$ cat config.mk
export PLATFORM = sky130hd
export DESIGN_NAME = dual_mux_adc_scan_sequencer
export DESIGN_NICKNAME = d
export VERILOG_FILES = /design/src/hdl/dmas_pkg.sv /design/src/hdl/dmas_cfg_regs.sv /design/src/hdl/dmas_step.sv /design/src/hdl/dual_mux_adc_scan_sequencer.sv
export SDC_FILE = /design/constraint.sdc
export NUM_CORES = 1
export LEC_CHECK = 0
export ABC_CLOCK_PERIOD_IN_PS = 6410
export CORE_ASPECT_RATIO = 1.75
export CORE_UTILIZATION = 35
export CTS_CLUSTER_SIZE = 16
export DETAILED_ROUTE_END_ITERATION = 10
export DONT_BUFFER_PORTS = 1
export GPL_TIMING_DRIVEN = 0
export HOLD_SLACK_MARGIN = 0.12
export RECOVER_POWER = 100
export SYNTH_ARGS = -nofsm -noshare
export SYNTH_HDL_FRONTEND = slang
export SYNTH_HIERARCHICAL = 1
export SYNTH_SLANG_ARGS = --single-unit
$ cat constraint.sdc
create_clock -name clk -period 6.41 [get_ports clk]
set_clock_uncertainty 0.2 [all_clocks]
set_input_delay 1.282 -clock clk [delete_from_list [all_inputs] [get_ports clk]]
set_output_delay 1.282 -clock clk [all_outputs]
set_load 0.05 [all_outputs]
$ cat src/hdl/dmas_pkg.sv
// types, codes and constants shared by the dual-mux converter scan sequencer
// no dependencies; imported by every module of the block
package dmas_pkg;

	// default device count
	localparam int NUM_DEVICES_DEF = 4;

	// configuration register indexes
	localparam logic [2:0] CFG_SCAN_ENABLE   = 3'd0;
	localparam logic [2:0] CFG_DEVICE_ADDR_0 = 3'd1;
	localparam logic [2:0] CFG_DEVICE_ADDR_1 = 3'd2;
	localparam logic [2:0] CFG_DEVICE_ADDR_2 = 3'd3;
	localparam logic [2:0] CFG_DEVICE_ADDR_3 = 3'd4;
	localparam logic [2:0] CFG_FIRST_MODE    = 3'd5;
	localparam logic [2:0] CFG_SECOND_MODE   = 3'd6;

	// configuration reset values
	localparam logic [6:0]  RST_ADDR_0      = 7'h48;
	localparam logic [6:0]  RST_ADDR_1      = 7'h49;
	localparam logic [6:0]  RST_ADDR_2      = 7'h4A;
	localparam logic [6:0]  RST_ADDR_3      = 7'h4B;
	localparam logic [15:0] RST_FIRST_MODE  = 16'h8303;
	localparam logic [15:0] RST_SECOND_MODE = 16'hB303;

	// bus command kinds
	localparam logic [1:0] CMD_NONE  = 2'd0;
	localparam logic [1:0] CMD_WRITE = 2'd1;
	localparam logic [1:0] CMD_READ  = 2'd2;

	// byte counts per transfer
	localparam logic [1:0] LEN_START   = 2'd3;
	localparam logic [1:0] LEN_POINTER = 2'd1;
	localparam logic [1:0] LEN_READ    = 2'd2;

	// converter register pointers
	localparam logic [7:0] PTR_CONFIG     = 8'h01;
	localparam logic [7:0] PTR_CONVERSION = 8'h00;

	// status ready flag position
	localparam int READY_BIT = 15;

	// step codes inside one pass
	localparam logic [2:0] SUB_START      = 3'd0;
	localparam logic [2:0] SUB_START_DONE = 3'd1;
	localparam logic [2:0] SUB_POLL       = 3'd2;
	localparam logic [2:0] SUB_POLL_DONE  = 3'd3;
	localparam logic [2:0] SUB_POINTER    = 3'd4;
	localparam logic [2:0] SUB_FETCH      = 3'd5;
	localparam logic [2:0] SUB_FETCH_DONE = 3'd6;

	// phase layout: pass one at 0..6, pass two at 7..13, rest unused
	localparam logic [3:0] PASS_SPAN   = 4'd7;
	localparam logic [3:0] PHASE_LIMIT = 4'd14;
	localparam logic [3:0] PHASE_RESET = 4'd0;

	// configuration register bank
	typedef struct packed {
		logic        scan_enable;
		logic [6:0]  addr_0;
		logic [6:0]  addr_1;
		logic [6:0]  addr_2;
		logic [6:0]  addr_3;
		logic [15:0] first_mode;
		logic [15:0] second_mode;
	} dmas_cfg_t;

	// one result transaction
	typedef struct packed {
		logic [1:0]  cmd_kind;
		logic [6:0]  target_addr;
		logic [1:0]  byte_count;
		logic [23:0] write_bytes;
		logic        sample_valid;
		logic [2:0]  sample_channel;
		logic [15:0] sample_value;
		logic [15:0] wait_reads;
	} dmas_result_t;

	// sample slot of a device in either pass
	function automatic logic [2:0] slot_of(input logic second, input logic [1:0] idx);
		logic [2:0] slot;
		case (idx)
			2'd0:    slot = second ? 3'd1 : 3'd0;
			2'd1:    slot = second ? 3'd3 : 3'd2;
			2'd2:    slot = second ? 3'd4 : 3'd5;
			default: slot = second ? 3'd6 : 3'd7;
		endcase
		return slot;
	endfunction

endpackage

$ cat src/hdl/dmas_cfg_regs.sv
// configuration register bank of the scan sequencer
// depends on dmas_pkg
module dmas_cfg_regs (
	input  logic              clk,
	input  logic              arst_n,
	input  logic              wr_en,
	input  logic [2:0]        wr_index,
	input  logic [15:0]       wr_data,
	output dmas_pkg::dmas_cfg_t cfg
);
	import dmas_pkg::*;

	dmas_cfg_t cfg_q;

	// register writes, unknown indexes ignored
	always_ff @(posedge clk or negedge arst_n) begin
		if (!arst_n) begin
			cfg_q.scan_enable <= 1'b1;
			cfg_q.addr_0      <= RST_ADDR_0;
			cfg_q.addr_1      <= RST_ADDR_1;
			cfg_q.addr_2      <= RST_ADDR_2;
			cfg_q.addr_3      <= RST_ADDR_3;
			cfg_q.first_mode  <= RST_FIRST_MODE;
			cfg_q.second_mode <= RST_SECOND_MODE;
		end else if (wr_en) begin
			case (wr_index)
				CFG_SCAN_ENABLE:   cfg_q.scan_enable <= wr_data[0];
				CFG_DEVICE_ADDR_0: cfg_q.addr_0      <= wr_data[6:0];
				CFG_DEVICE_ADDR_1: cfg_q.addr_1      <= wr_data[6:0];
				CFG_DEVICE_ADDR_2: cfg_q.addr_2      <= wr_data[6:0];
				CFG_DEVICE_ADDR_3: cfg_q.addr_3      <= wr_data[6:0];
				CFG_FIRST_MODE:    cfg_q.first_mode  <= wr_data;
				CFG_SECOND_MODE:   cfg_q.second_mode <= wr_data;
				default: ;
			endcase
		end
	end

	assign cfg = cfg_q;

endmodule

$ cat src/hdl/dmas_step.sv
// sequencer state and the single-step transition logic
// depends on dmas_pkg; state advances once per accepted input transaction
module dmas_step #(
	parameter int NUM_DEVICES = dmas_pkg::NUM_DEVICES_DEF
) (
	input  logic                 clk,
	input  logic                 arst_n,
	input  dmas_pkg::dmas_cfg_t  cfg,
	input  logic                 step_en,
	input  logic [15:0]          read_word,
	output dmas_pkg::dmas_result_t result
);
	import dmas_pkg::*;

	localparam logic [1:0] LAST_DEV = 2'(NUM_DEVICES - 1);

	logic [3:0]  phase_q;
	logic [1:0]  dev_q;
	logic [15:0] polls_q;

	logic [3:0]  phase_d;
	logic [1:0]  dev_d;
	logic [15:0] polls_d;

	logic        second;
	logic [3:0]  base;
	logic [2:0]  sub;
	logic [6:0]  dev_addr;
	logic        dev_wrap;
	logic [1:0]  dev_next;
	dmas_result_t res;

	// pass decode
	assign second   = (phase_q >= PASS_SPAN) && (phase_q < PHASE_LIMIT);
	assign base     = second ? PASS_SPAN : 4'd0;
	assign sub      = 3'(phase_q - base);
	assign dev_wrap = !(dev_q < LAST_DEV);
	assign dev_next = dev_wrap ? 2'd0 : dev_q + 2'd1;

	// current device address
	always_comb begin
		case (dev_q)
			2'd0:    dev_addr = cfg.addr_0;
			2'd1:    dev_addr = cfg.addr_1;
			2'd2:    dev_addr = cfg.addr_2;
			default: dev_addr = cfg.addr_3;
		endcase
	end

	// next state and bus command
	always_comb begin
		phase_d = phase_q;
		dev_d   = dev_q;
		polls_d = polls_q;
		res     = '0;
		if (cfg.scan_enable) begin
			if (phase_q >= PHASE_LIMIT) begin
				phase_d = PHASE_RESET;
				dev_d   = 2'd0;
			end else begin
				case (sub)
					SUB_START: begin
						polls_d         = 16'd0;
						res.cmd_kind    = CMD_WRITE;
						res.target_addr = dev_addr;
						res.byte_count  = LEN_START;
						res.write_bytes = {PTR_CONFIG,
							second ? cfg.second_mode : cfg.first_mode};
						phase_d         = base + 4'(SUB_START_DONE);
					end
					SUB_START_DONE: begin
						dev_d   = dev_next;
						phase_d = base + 4'(dev_wrap ? SUB_POLL : SUB_START);
					end
					SUB_POLL: begin
						res.cmd_kind    = CMD_READ;
						res.target_addr = dev_addr;
						res.byte_count  = LEN_READ;
						phase_d         = base + 4'(SUB_POLL_DONE);
					end
					SUB_POLL_DONE: begin
						if (read_word[READY_BIT]) begin
							phase_d = base + 4'(SUB_POINTER);
						end else begin
							polls_d = polls_q + 16'd1;
							phase_d = base + 4'(SUB_POLL);
						end
					end
					SUB_POINTER: begin
						res.cmd_kind    = CMD_WRITE;
						res.target_addr = dev_addr;
						res.byte_count  = LEN_POINTER;
						res.write_bytes = {PTR_CONVERSION, 16'd0};
						phase_d         = base + 4'(SUB_FETCH);
					end
					SUB_FETCH: begin
						res.cmd_kind    = CMD_READ;
						res.target_addr = dev_addr;
						res.byte_count  = LEN_READ;
						phase_d         = base + 4'(SUB_FETCH_DONE);
					end
					SUB_FETCH_DONE: begin
						res.sample_valid   = 1'b1;
						res.sample_channel = slot_of(second, dev_q);
						res.sample_value   = read_word;
						dev_d              = dev_next;
						if (dev_wrap)
							phase_d = second ? PHASE_RESET : PASS_SPAN + 4'(SUB_START);
						else
							phase_d = base + 4'(SUB_POLL);
					end
					default: begin
						phase_d = PHASE_RESET;
						dev_d   = 2'd0;
					end
				endcase
			end
		end
		res.wait_reads = polls_d;
	end

	// state registers
	always_ff @(posedge clk or negedge arst_n) begin
		if (!arst_n) begin
			phase_q <= PHASE_RESET;
			dev_q   <= 2'd0;
			polls_q <= 16'd0;
		end else if (step_en) begin
			phase_q <= phase_d;
			dev_q   <= dev_d;
			polls_q <= polls_d;
		end
	end

	assign result = res;

endmodule

$ cat src/hdl/dual_mux_adc_scan_sequencer.sv
// top level of the dual-mux converter scan sequencer
// depends on dmas_pkg, dmas_cfg_regs and dmas_step
//
// usage:
//   input channel (in_valid / in_stall / read_word): one transaction per
//   bus-idle slot, carrying the last word read from the bus.
//   output channel (out_valid / out_stall / fields): exactly one result per
//   input transaction: an optional bus command plus an optional sample.
//   configuration channel (cfg_valid / cfg_ready / cfg_index / cfg_data):
//   cfg_ready is always high; write only while no transaction is in flight.
// output: out_valid rises in the cycle after an input is accepted.
// throughput: one transaction per cycle while in_stall is low; the transition logic
//   sits between the state registers and a single output register.
// stall: in_stall rises only while a result is held and out_stall is high,
//   so a new input is taken in the same cycle the held result leaves.
// reset: arst_n clears the sequencer to the pass-one start on device 0,
//   loads the register defaults and empties the output register.
module dual_mux_adc_scan_sequencer #(
	parameter int NUM_DEVICES = dmas_pkg::NUM_DEVICES_DEF
) (
	input  logic        clk,
	input  logic        arst_n,
	input  logic        in_valid,
	output logic        in_stall,
	input  logic [15:0] read_word,
	output logic        out_valid,
	input  logic        out_stall,
	output logic [1:0]  cmd_kind,
	output logic [6:0]  target_addr,
	output logic [1:0]  byte_count,
	output logic [23:0] write_bytes,
	output logic        sample_valid,
	output logic [2:0]  sample_channel,
	output logic [15:0] sample_value,
	output logic [15:0] wait_reads,
	input  logic        cfg_valid,
	output logic        cfg_ready,
	input  logic [2:0]  cfg_index,
	input  logic [15:0] cfg_data
);
	import dmas_pkg::*;

	dmas_cfg_t    cfg;
	dmas_result_t result;
	dmas_result_t result_q;
	logic         out_valid_q;
	logic         in_take;

	// configuration bank
	assign cfg_ready = 1'b1;

	dmas_cfg_regs u_cfg (
		.clk      (clk),
		.arst_n   (arst_n),
		.wr_en    (cfg_valid && cfg_ready),
		.wr_index (cfg_index),
		.wr_data  (cfg_data),
		.cfg      (cfg)
	);

	// input handshake
	assign in_stall = out_valid_q && out_stall;
	assign in_take  = in_valid && !in_stall;

	// sequencer core
	dmas_step #(
		.NUM_DEVICES (NUM_DEVICES)
	) u_step (
		.clk       (clk),
		.arst_n    (arst_n),
		.cfg       (cfg),
		.step_en   (in_take),
		.read_word (read_word),
		.result    (result)
	);

	// output register valid
	always_ff @(posedge clk or negedge arst_n) begin
		if (!arst_n)
			out_valid_q <= 1'b0;
		else if (in_take)
			out_valid_q <= 1'b1;
		else if (!out_stall)
			out_valid_q <= 1'b0;
	end

	// output register payload
	always_ff @(posedge clk) begin
		if (in_take)
			result_q <= result;
	end

	assign out_valid      = out_valid_q;
	assign cmd_kind       = result_q.cmd_kind;
	assign target_addr    = result_q.target_addr;
	assign byte_count     = result_q.byte_count;
	assign write_bytes    = result_q.write_bytes;
	assign sample_valid   = result_q.sample_valid;
	assign sample_channel = result_q.sample_channel;
	assign sample_value   = result_q.sample_value;
	assign wait_reads     = result_q.wait_reads;

endmodule
# --- Word-level counts from Yosys, hierarchy flattened ---
# Cells that the tools add are included.
op_classes:
  addsub: 10
  n_lt_le_gt_ge: 4
  n_eq_ne: 16
  mux: 26
  bitwise: 3
  n_reduce_logical: 22
ops:
  columns: ["cell", "n"]
  rows:
  - ["2-to-1 mux 16 bit", 4]
  - ["one-hot mux 11 bit (3 select lines)", 1]
  - ["one-hot mux 16 bit (2 select lines)", 1]
  - ["one-hot mux 4 bit (7 select lines)", 1]
  - ["one-hot mux 7 bit (3 select lines)", 1]
  - ["2-to-1 mux 20 bit", 1]
  - ["== test 3 bit (second input constant)", 6]
  - ["2-to-1 mux 17 bit", 1]
  - ["adder 16 x 1 -> 16 bit (second input constant)", 1]
  - ["AND reduction 2 bit", 8]
  - ["adder 4 x 3 -> 4 bit (second input constant)", 3]
  - ["== test 3 x 2 -> 1 bit (second input constant)", 4]
  - ["2-to-1 mux 4 bit", 3]
  - ["one-hot mux 3 bit (3 select lines)", 1]
  - ["adder 4 x 2 -> 4 bit (second input constant)", 2]
  - ["== test 3 x 1 -> 1 bit (second input constant)", 2]
  - ["zero test 3 bit", 2]
  - ["2-to-1 mux 1 bit", 6]
  - ["2-to-1 mux 2 bit", 3]
  - ["2-to-1 mux 3 bit", 2]
  - ["OR reduction 2 bit", 3]
  - ["OR reduction 3 bit", 2]
  - ["OR reduction 5 bit", 1]
  - ["adder 4 x 1 -> 4 bit (second input constant)", 1]
  - ["16 further kinds", 21]
totals:
  ff_bits: 155
  inputBits: 40
  out_inout_bits: 74
  elab_cells: 101

# --- Depth between registers and ports, before layout ---
# Gate-level depths: netlist of the first run.
logic_depth:
  word_depth: 8
  depth_mapped: 21
  mapped_depth_nobuf: 16

# --- Cells and area by module ---
# Netlist of the first run, hierarchy kept.
modules_own_cells:
  columns: ["mod", "n_inst", "cells_each", "area_each_um2", "seq_area_each_um2"]
  rows:
  - ["dmas_step", 1, 413, 3034.2, 550.5]
  - ["dmas_cfg_regs", 1, 135, 2568.7, 1557.7]
  - ["dual_mux_adc_scan_sequencer", 1, 77, 2193.4, 2157.1]

# --- Worst setup path after synthesis of the first run ---
# OpenSTA, ideal clock, no wires.
synth_timing:
  path_kind: "in2reg"
  startpoint: "input port out_stall"
  endpoint: "register u_step.dev_q[0]"
  setup_ns: 0.127
  t_arrival_ns: 4.621
  t_required_ns: 6.083
  path_slack_ns: 1.461
  stages: 4
  n_path_buf: 0
  path_cell_list: "a21boi_2 -> nand2_1 -> a31o_1 -> mux2_1"
synth_between:
  elab_chain_cells: 4
synth_rtl:
  columns: ["element", "line_no", "text"]
  rows:
  - ["start, declared", "dual_mux_adc_scan_sequencer.sv:27", "input logic out_stall,"]
  - ["logical AND 1 bit", "dual_mux_adc_scan_sequencer.sv:62", "assign in_stall = out_valid_q && out_stall;"]
  - ["zero test 1 bit", "dual_mux_adc_scan_sequencer.sv:63", "assign in_take = in_valid && !in_stall;"]
  - ["logical AND 1 bit", "dual_mux_adc_scan_sequencer.sv:63", null]
  - ["AND reduction 3 bit (no source line)", null, null]
  - ["end signal, assigned", "dmas_step.sv:130", "dev_q <= dev_d;"]
  - ["end, declared", "dmas_step.sv:18", "logic [1:0] dev_q;"]
# Every way passes these cells.
# A chain may end at the register's enable or synchronous reset.

# --- Final worst setup path of the first run ---
layout_timing:
  startpoint: "register u_step.phase_q[1]"
  endpoint: "register u_step.phase_q[1]"
layout_between:
  elab_chain_cells: 7
  elab_cells_between_ends: 25
  cone_classes: "add/sub: 8; order compare: 3; eq/ne: 6; mux: 6; reduce/logical: 2"
layout_rtl:
  columns: ["element", "line_no", "text"]
  rows:
  - ["start, declared", "dmas_step.sv:17", "logic [3:0] phase_q;"]
  - ["start signal, assigned", "dmas_step.sv:129", "phase_q <= phase_d;"]
  - [">= comparator 4 x 3 -> 1 bit or < comparator 4 bit (tied branches)", "dmas_step.sv:34", "assign second = (phase_q >= PASS_SPAN) && (phase_q < PHASE_LIMIT);"]
  - ["logical AND 1 bit", "dmas_step.sv:34", null]
  - ["2-to-1 mux 3 bit", "dmas_step.sv:35", "assign base = second ? PASS_SPAN : 4'd0;"]
  - ["subtractor 3 bit (tied with other cells)", "dmas_step.sv:36", "assign sub = 3'(phase_q - base);"]
  - ["== test 3 bit (tied with other cells)", "dmas_step.sv:61", "case (sub)"]
  - ["one-hot mux 4 bit (7 select lines)", "dmas_step.sv:61", null]
  - ["2-to-1 mux 4 bit (*)", "dmas_step.sv:57", "if (phase_q >= PHASE_LIMIT) begin"]
# Every way passes the cells marked *; elsewhere a longest branch is shown, timed or not.

==> flow_summary.ini, run 1 <==
[drt]
wl_per_cell_um = 21.1
wl_met1_mm = 7.75
via_per_inst = 5.59
final_antenna_net_count = 0
drc = 0
drt_wl_total_mm = 20.2
first_pass_iters = 5
num_vias = 5352
drtIter0Drc = 473
wl_met3_mm = 1.15
met2RoutedLength_mm = 10.7
maxUsedRoutingLayer = met4

[pwr]
report.power.total_uw = 2930
power_density_nw_per_um2 = 346
p_leak_uw = 0.00332
ir_drop_mv = 0.157

[yosys]
netlist_area_um2 = 7800
syn_area_per_cell_um2 = 12.5
synth_ff_type = edfxtp_1
yosysSeqAreaShare_pct = 54.7
ys_ff_latch = 155
synth_edf_count = 71
netlist_instances = 625
synthDistinctLibCells = 79
ys_warn_count = 6
async_reset_ff_share_pct = 54.2

[clocking]
post_cts_resized = 0
cts_made_buffers = 17
insertion_delay_ns = 0.43
ctsLongestPathBuffers = 2
clk_pin_slew_ns = 0.07
cts_sinks = 155
hold_buffers = 0
cts-htree-levels = 4
cts-root-buf = clkbuf_16
post_cts_buffers = 0
cts_tree = built

[status]
violations = capacitance limit, slew limit
status = complete, but fails checks

[floorplanning]
dieWidth_um = 115
num_rows = 71
die_h_um = 199
start_util_pct = 36.0
io_pins = 114
dieArea_um2 = 22900
coreArea_um2 = 21700

[sta]
worstMarginPinSlew_ns = 3.05
fin_ws_ns = 0.773
setup_viol = 0
rsz0062_at_grt = false
drv_slew = 50
period_minus_slack_ns = 5.64
maxSlewHeadroom_pct = -105
final.period_utilization_pct = 87.9
hold_violations = 0
fmax_ghz = 0.177

[setup_path]
worst_setup_path_end_kind = flop
startpoint_type = flop
reg2reg_depth = 17
worst-path-max-fanout = 11
critPathKind = reg -> reg
reg2reg_slack_ns = 0.77
arrival_ns = 5.75
r2r-end = u_step/phase_q[1]
worstReg2RegStart = u_step/phase_q[1]
required_ns = 6.53

[final_layout]
final_nets = 705
layout-drive-gt1-share_pct = 17.3
stdcell_count = 957
diodes = 0
design_area_um2 = 8460
area_growth_pct = 8.49

[run]
drv_cap = 2

[place]
place_inst = 925
post_dp_cell_area_um2 = 8230
dp_slack_ns = 1.33
io_buffers = 0
dp_hpwl_mm = 14.4
gp_congestion = 0.889

[grt]
grt_max_degree = 85
grt_use_total_pct = 18.3
grt_pass1_wl_mm = 31.2
grt_pass1_vias = 5420
antenna_found_initial = 1
grt_overflow = 0

[worst_hold_path]
whs_path_depth = 1
worstHoldEndpoint = u_cfg/cfg[34]
min_path_type = reg -> reg
min_from = u_cfg/cfg[34]
per-stage QoR:
stage / setup TNS (ns) / hold slack, ns / util (%)
2_1_floorplan: 0 / 0.279 / -
3_3_place_gp: -3.55 / 0.288 / 37.8
3_5_place_dp: 0 / 0.292 / 38.0
4_1_cts: 0 / 0.309 / 40.5
5_1_grt: 0 / 0.319 / 39.0
6_report: 0 / 0.290 / 39.0
area by class of cell:
type	instances	area, µm²
Fill cell	2142	13200
Sequential cell	155	4270
Multi-Input combinational cell	414	2940
Clock buffer	19	443
Tap cell	292	365
Buffer	46	253
Clock inverter	13	108
Inverter	16	60.1
Timing Repair Buffer	2	23.8
cells in the mapped netlist, types with 5 or more instances:
cell type  instances  share of area (%)
edfxtp_1          71                 27
nand2_1           63                3.0
dfrtp_1           59                 19
mux2_4            41                7.9
nor2_1            37                1.8
dfstp_2           25                8.4
and2_1            20                1.6
mux2_2            20                2.9
o21ai_0           20                1.3
a21oi_1           19                1.2
a221o_1           17                2.2
nand3_1           17                1.1
inv_1             16               0.77
buf_2             13               0.83
buf_4             11                1.1
ha_1              11                1.8
nand4_1           11               0.88
buf_6             10                1.4
nor3_1            10               0.64
a21oi_2            9                1.0
clkbuf_1           9               0.43
a222oi_1           8                1.0
o211ai_1           8               0.77
a22o_1             7               0.79
a21o_1             5               0.48
worst max-delay path by stage:
stage,start,end,slack (ns),cells after the start
floorplan,out_stall,u_step/dev_q[0],1.46,4
global placement,out_stall,u_step/phase_q[1],-0.57,5
detailed placement,u_step/phase_q[1],u_step/phase_q[2],1.33,18
CTS,u_step/phase_q[1],u_step/phase_q[2],1.31,18
global route,u_step/phase_q[1],u_step/phase_q[1],0.54,17
finish,u_step/phase_q[1],u_step/phase_q[1],0.77,17
metal layers:
metal  up-vias  track usage, %
li1       2375               -
met3        41            4.16
met1      2692            20.5
met2       244            32.3
met4         0            8.95
met5         -               0
state kept, by name, summed over array words and instances, names as in the netlist:
signal	flops
cmd_kind	2
sample_channel	3
write_bytes	24
sample_valid	1
wait_reads	16
byte_count	2
u_step/polls_q	16
sample_value	16
out_valid	1
u_step/dev_q	2
u_cfg/cfg	61
u_step/phase_q	4
target_addr	7
power by group:
part           switching (µW)  internal, µW
Sequential                204          1220
Clock                     434           516
Combinational             348           208
placed cells by master (no fill, tap or decap), drive strengths merged, types with 3 or more instances in the layout:
cell	count
a21o	5
a21oi	28
a221o	17
a222oi	8
a22o	7
a32o	4
and2	20
and4	5
and4b	3
and4bb	3
buf	24
clkbuf	43
clkinv	5
conb	8
dfrtp	59
dfstp	25
edfxtp	71
ha	11
inv	23
mux2	62
nand2	63
nand2b	4
nand3	18
nand4	11
nand4b	3
nor2	39
nor2b	4
nor3	13
o211ai	8
o21ai	23
xnor2	3
kinds of logic after synthesis:
family | share of synthesized area, %
AOI/OAI and AO/OA | 13.1
xor gates and xnor gates | 0.433
adders and majority gates | 2.41
buffers and inverters | 4.70
DFF | 54.7
muxes | 10.9
other | 0.0963
and+or+nand+nor | 13.6
critical path, stage by stage (launching register included):
cell      delay [ns]
dfrtp_1         0.39
clkbuf_1        0.40
and4b_1         0.30
a21oi_1         0.07
inv_1           0.09
clkbuf_1        0.49
clkbuf_1        0.51
ha_1            0.27
fa_1            0.19
clkbuf_1        0.39
nor2b_1         0.61
nand3_1         0.29
ha_1            0.28
inv_1           0.07
fa_1            0.44
nor2_1          0.11
a222oi_1        0.09
a32oi_1         0.34
(Power assumes the default switching activity.)
==> run 2: changes to the inputs <==
Settings changed: CORE_UTILIZATION 35 to 55, PLACE_DENSITY from default to 0.7.
==> flow_summary.ini, run 2 (synthesized netlist as in run 1, its figures left out) <==
[status]
status = complete, but fails checks
violations = capacitance limit, slew limit

[clocking]
clk_pin_slew_ns = 0.07
post_cts_resized = 0
cts-root-buf = clkbuf_16
cts_tree = built
cts_made_buffers = 17
hold_buffers = 0
insertion_delay_ns = 0.43
post_cts_buffers = 0
cts-htree-levels = 4
ctsLongestPathBuffers = 2
cts_sinks = 155

[sta]
tns_ns = 0
setup_viol = 0
drv_slew = 20
hold_violations = 0
rsz0062_at_grt = false
fmax_ghz = 0.176
worst_hold_slack_ns = 0.293
worstMarginPinSlew_ns = 2.91
period_minus_slack_ns = 5.68
fin_ws_ns = 0.727
maxSlewHeadroom_pct = -95.4
final.period_utilization_pct = 88.7

[place]
io_buffers = 0
gp_congestion = 0.914
dp_hpwl_mm = 12.9
dp_slack_ns = 1.16

[pwr]
p_int_uw = 1980
ir_drop_mv = 0.219
p_leak_uw = 0.00333
clkPwrFrac_pct = 34.2
swShare_pct = 33.8
switchingPower_uw = 1010
power.combinational.fraction_pct = 18.4
power_density_nw_per_um2 = 358
seq_power_share_pct = 47.4

[setup_path]
reg2reg_slack_ns = 0.73
crit_slowest_cell = nor2b_1
cp_common_cell = clkbuf_1
arrival_ns = 5.84
crit_family = buffers and inverters
critPathKind = reg -> reg
crit_buf_inv = 6
startpoint_type = flop
required_ns = 6.57
worst-path-max-fanout = 11
max_stage_delay_ns = 0.61
path_cells = buf_2 -> and4b_1 -> a21oi_1 -> inv_1 -> clkbuf_1 -> clkbuf_1 -> ha_1 -> fa_1 -> clkbuf_1 -> nor2b_1 -> nand3_1 -> ha_1 -> inv_1 -> fa_1 -> xnor2_1 -> nand2_1 -> o2111a_1 -> o211ai_1 -> a32o_1
worst_setup_path_end_kind = flop

[drt]
drt_wl_total_mm = 18.3
final_antenna_net_count = 0
drtIter0Drc = 391
wl_per_cell_um = 21.7
num_vias = 5201
drc = 0
first_pass_iters = 5
via_per_inst = 6.18

[grt]
grt_use_total_pct = 26.5
grt_max_degree = 85
antenna_found_initial = 0
grt_pass1_wl_mm = 29.4
grt_overflow = 0
grt_pass1_vias = 5409

[worst_hold_path]
min_path_type = reg -> reg

[final_layout]
final_common_cell = edfxtp_1
largest_reg_flops = 61
final_nets = 705
diodes = 0
area_growth_pct = 7.22
layout-drive-gt1-share_pct = 17.3
most-common-layout-cells = edfxtp_1 (71), nand2_1 (63), dfrtp_1 (59)

[floorplanning]
die_h_um = 160
dieArea_um2 = 14700
io_pins = 114
coreArea_um2 = 13800
num_rows = 57
dieWidth_um = 92
start_util_pct = 56.3

[run]
drv_cap = 1
## run 2: through the flow
step | power, µW | cells | utilization (%) | instance area, µm²
after global routing | 3110 | 842 | 60.4 | 8360
after floorplan | 1870 | 631 | - | 7820
final | 2990 | 842 | 60.4 | 8360
after detailed placement | 2040 | 810 | 58.5 | 8090
after global placement | 2010 | 808 | 58.1 | 8040
after CTS | 3070 | 842 | 62.8 | 8690
## run 2: worst paths after layout
| kind | start | end | cells past startpoint |
|---|---|---|---|
| worst max-delay path | u_step/phase_q[1] | u_step/phase_q[2] | 19 |
| worst min-delay path | u_cfg/cfg[29] | u_cfg/cfg[29] | 1 |
| worst max register to register | u_step/phase_q[1] | u_step/phase_q[2] | 19 |
| worst min register to register | u_cfg/cfg[29] | u_cfg/cfg[29] | 1 |
| max in group asynchronous | arst_n | u_cfg/cfg[24] | 0 |
| min in group asynchronous | arst_n | u_step/polls_q[12] | 0 |
## run 2: layout make-up
class                           instances  area, µm²
Clock buffer                           17        425
Sequential cell                       155       4270
Multi-Input combinational cell        414       2940
Clock inverter                         15        179
Fill cell                            1158       5480
Inverter                               16       60.1
Buffer                                 46        243
Timing Repair Buffer                    2       23.8
Tap cell                              177        221
## run 2: power groups by stage
stage	combinational [µW]	clock, µW	sequential [µW]
after floorplan	461	0	1410
after global placement	582	0	1430
after detailed placement	601	0	1440
after CTS	607	1040	1420
after global routing	603	1080	1430
final	551	1020	1420
## run 2: worst register-to-register path: cells and delay by family, from the launching register on
kind	cells	cell delay [ns]
AO/OA/AOI/OAI	4	1.00
XOR/XNOR	1	0.15
adder cells (fa/ha/maj)	4	1.25
buffers and inverters	6	1.41
flip-flops	1	0.40
AND/OR/NAND/NOR	4	1.21
## run 2: routing by layer
layer	GRT usage [%]	wire (µm)	part of all wire, %
met1	28.8	6690	37
met2	47.6	10000	55
met3	5.59	821	4.5
met4	13.6	724	4.0
met5	0	0	0
==> run 3: changes to the inputs <==
Settings changed: PLACE_DENSITY 0.7 to default, PLACE_DENSITY_LB_ADDON from default to 0.12.
==> flow_summary.ini, run 3 (synthesized netlist as in run 1, its figures left out) <==
[floorplanning]
die_h_um = 160
dieArea_um2 = 14700
io_pins = 114
num_rows = 57
start_util_pct = 56.3
dieWidth_um = 92
coreArea_um2 = 13800

[pwr]
p_leak_uw = 0.00335
power_density_nw_per_um2 = 362
power.combinational.fraction_pct = 17.9
switchingPower_uw = 985
ir_drop_mv = 0.226
report.power.total_uw = 3040
seq_power_share_pct = 46.8
swShare_pct = 32.4
p_int_uw = 2050
clkPwrFrac_pct = 35.4

[drt]
drc = 0
drt_wl_total_mm = 18.4
final_antenna_net_count = 0
first_pass_iters = 5
drtIter0Drc = 351
via_per_inst = 6.20
wl_per_cell_um = 21.8
num_vias = 5219

[place]
dp_slack_ns = 1.17
post_dp_cell_area_um2 = 8100
gp_congestion = 0.909
dp_hpwl_mm = 12.8
io_buffers = 0

[run]
drv_cap = 1

[status]
status = complete, but fails checks
violations = capacitance limit, slew limit

[sta]
drv_slew = 30
maxSlewHeadroom_pct = -11.0
tns_ns = 0
hold_violations = 0
worst_hold_slack_ns = 0.288
worstMarginPinSlew_ns = 1.67
rsz0062_at_grt = false
fin_ws_ns = 0.797
setup_viol = 0
fmax_ghz = 0.178
final.period_utilization_pct = 87.6
period_minus_slack_ns = 5.61

[setup_path]
worst_setup_path_end_kind = flop
critPathKind = reg -> reg
required_ns = 6.57
arrival_ns = 5.77
reg2reg_slack_ns = 0.80
startpoint_type = flop
worst-path-max-fanout = 11

[clocking]
post_cts_resized = 0
cts_sinks = 155
post_cts_buffers = 0
ctsLongestPathBuffers = 2
cts_tree = built
insertion_delay_ns = 0.43
cts-root-buf = clkbuf_16
cts-htree-levels = 4
clk_pin_slew_ns = 0.07
hold_buffers = 0
cts_made_buffers = 17

[grt]
antenna_found_initial = 0
grt_overflow = 0
grt_max_degree = 85
grt_use_total_pct = 26.5
grt_pass1_vias = 5405
grt_pass1_wl_mm = 29.4

[final_layout]
final_common_cell = edfxtp_1
final_nets = 705
area_growth_pct = 7.64
diodes = 0
most-common-layout-cells = edfxtp_1 (71), nand2_1 (63), dfrtp_1 (59)
design_area_um2 = 8390
layout-drive-gt1-share_pct = 17.3
largest_reg_flops = 61
fill_cells = 1178

[worst_hold_path]
min_path_type = reg -> reg
## run 3: through the flow
stage / cells / utilization [%]
3_3_place_gp: 808 / 58.1
4_1_cts: 842 / 63.1
3_5_place_dp: 810 / 58.5
2_1_floorplan: 631 / -
5_1_grt: 842 / 60.7
6_report: 842 / 60.7
## run 3: worst paths after layout
check                                  startpoint                  to  depth (start not counted)
worst max-delay path            u_step/phase_q[1]   u_step/phase_q[2]                         19
worst min-delay path                u_cfg/cfg[29]       u_cfg/cfg[29]                          1
worst max register to register  u_step/phase_q[1]   u_step/phase_q[2]                         19
worst min register to register      u_cfg/cfg[29]       u_cfg/cfg[29]                          1
max in group asynchronous                  arst_n       u_cfg/cfg[12]                          0
min in group asynchronous                  arst_n  u_step/polls_q[12]                          0
## run 3: final cells by class
class	count	area, µm²	area share (%)
buffer	46	249	2.97
clock buffer	18	429	5.11
clock inverter	14	200	2.39
inverter	16	60.1	0.716
multi-input combinational	414	2960	35.3
sequential	155	4270	50.8
tap	177	221	2.64
timing repair buffer	2	7.51	0.0895
## run 3: layer usage
| metal | vias to the layer above | global-route usage (%) | routed length, µm |
|---|---|---|---|
| met5 | - | 0 | 0 |
| met4 | 0 | 16.1 | 897 |
| met3 | 60 | 5.06 | 827 |
| met2 | 208 | 46.6 | 9870 |
| met1 | 2577 | 29.0 | 6770 |
| li1 | 2374 | - | - |
## run 3: critical path, stage by stage, from the launching register on
cell and delay, ns:
dfrtp_1 0.40, buf_2 0.20, and4b_1 0.24, a21oi_1 0.29, inv_1 0.10, clkbuf_1 0.28
clkbuf_1 0.36, ha_1 0.29, fa_1 0.51, clkbuf_1 0.38, nor2b_1 0.59, nand3_1 0.29
ha_1 0.29, inv_1 0.07, fa_1 0.18, xnor2_1 0.15, nand2_1 0.08, o2111a_1 0.14
o211ai_1 0.28, a32o_1 0.23
## run 3: power by group through the flow
| stage | Combinational, µW | Clock, µW | Sequential (µW) |
|---|---|---|---|
| final | 543 | 1080 | 1420 |
| after detailed placement | 599 | 0 | 1440 |
| after global routing | 597 | 1130 | 1440 |
| after CTS | 603 | 1100 | 1420 |
| after global placement | 581 | 0 | 1430 |
| after floorplan | 461 | 0 | 1410 |
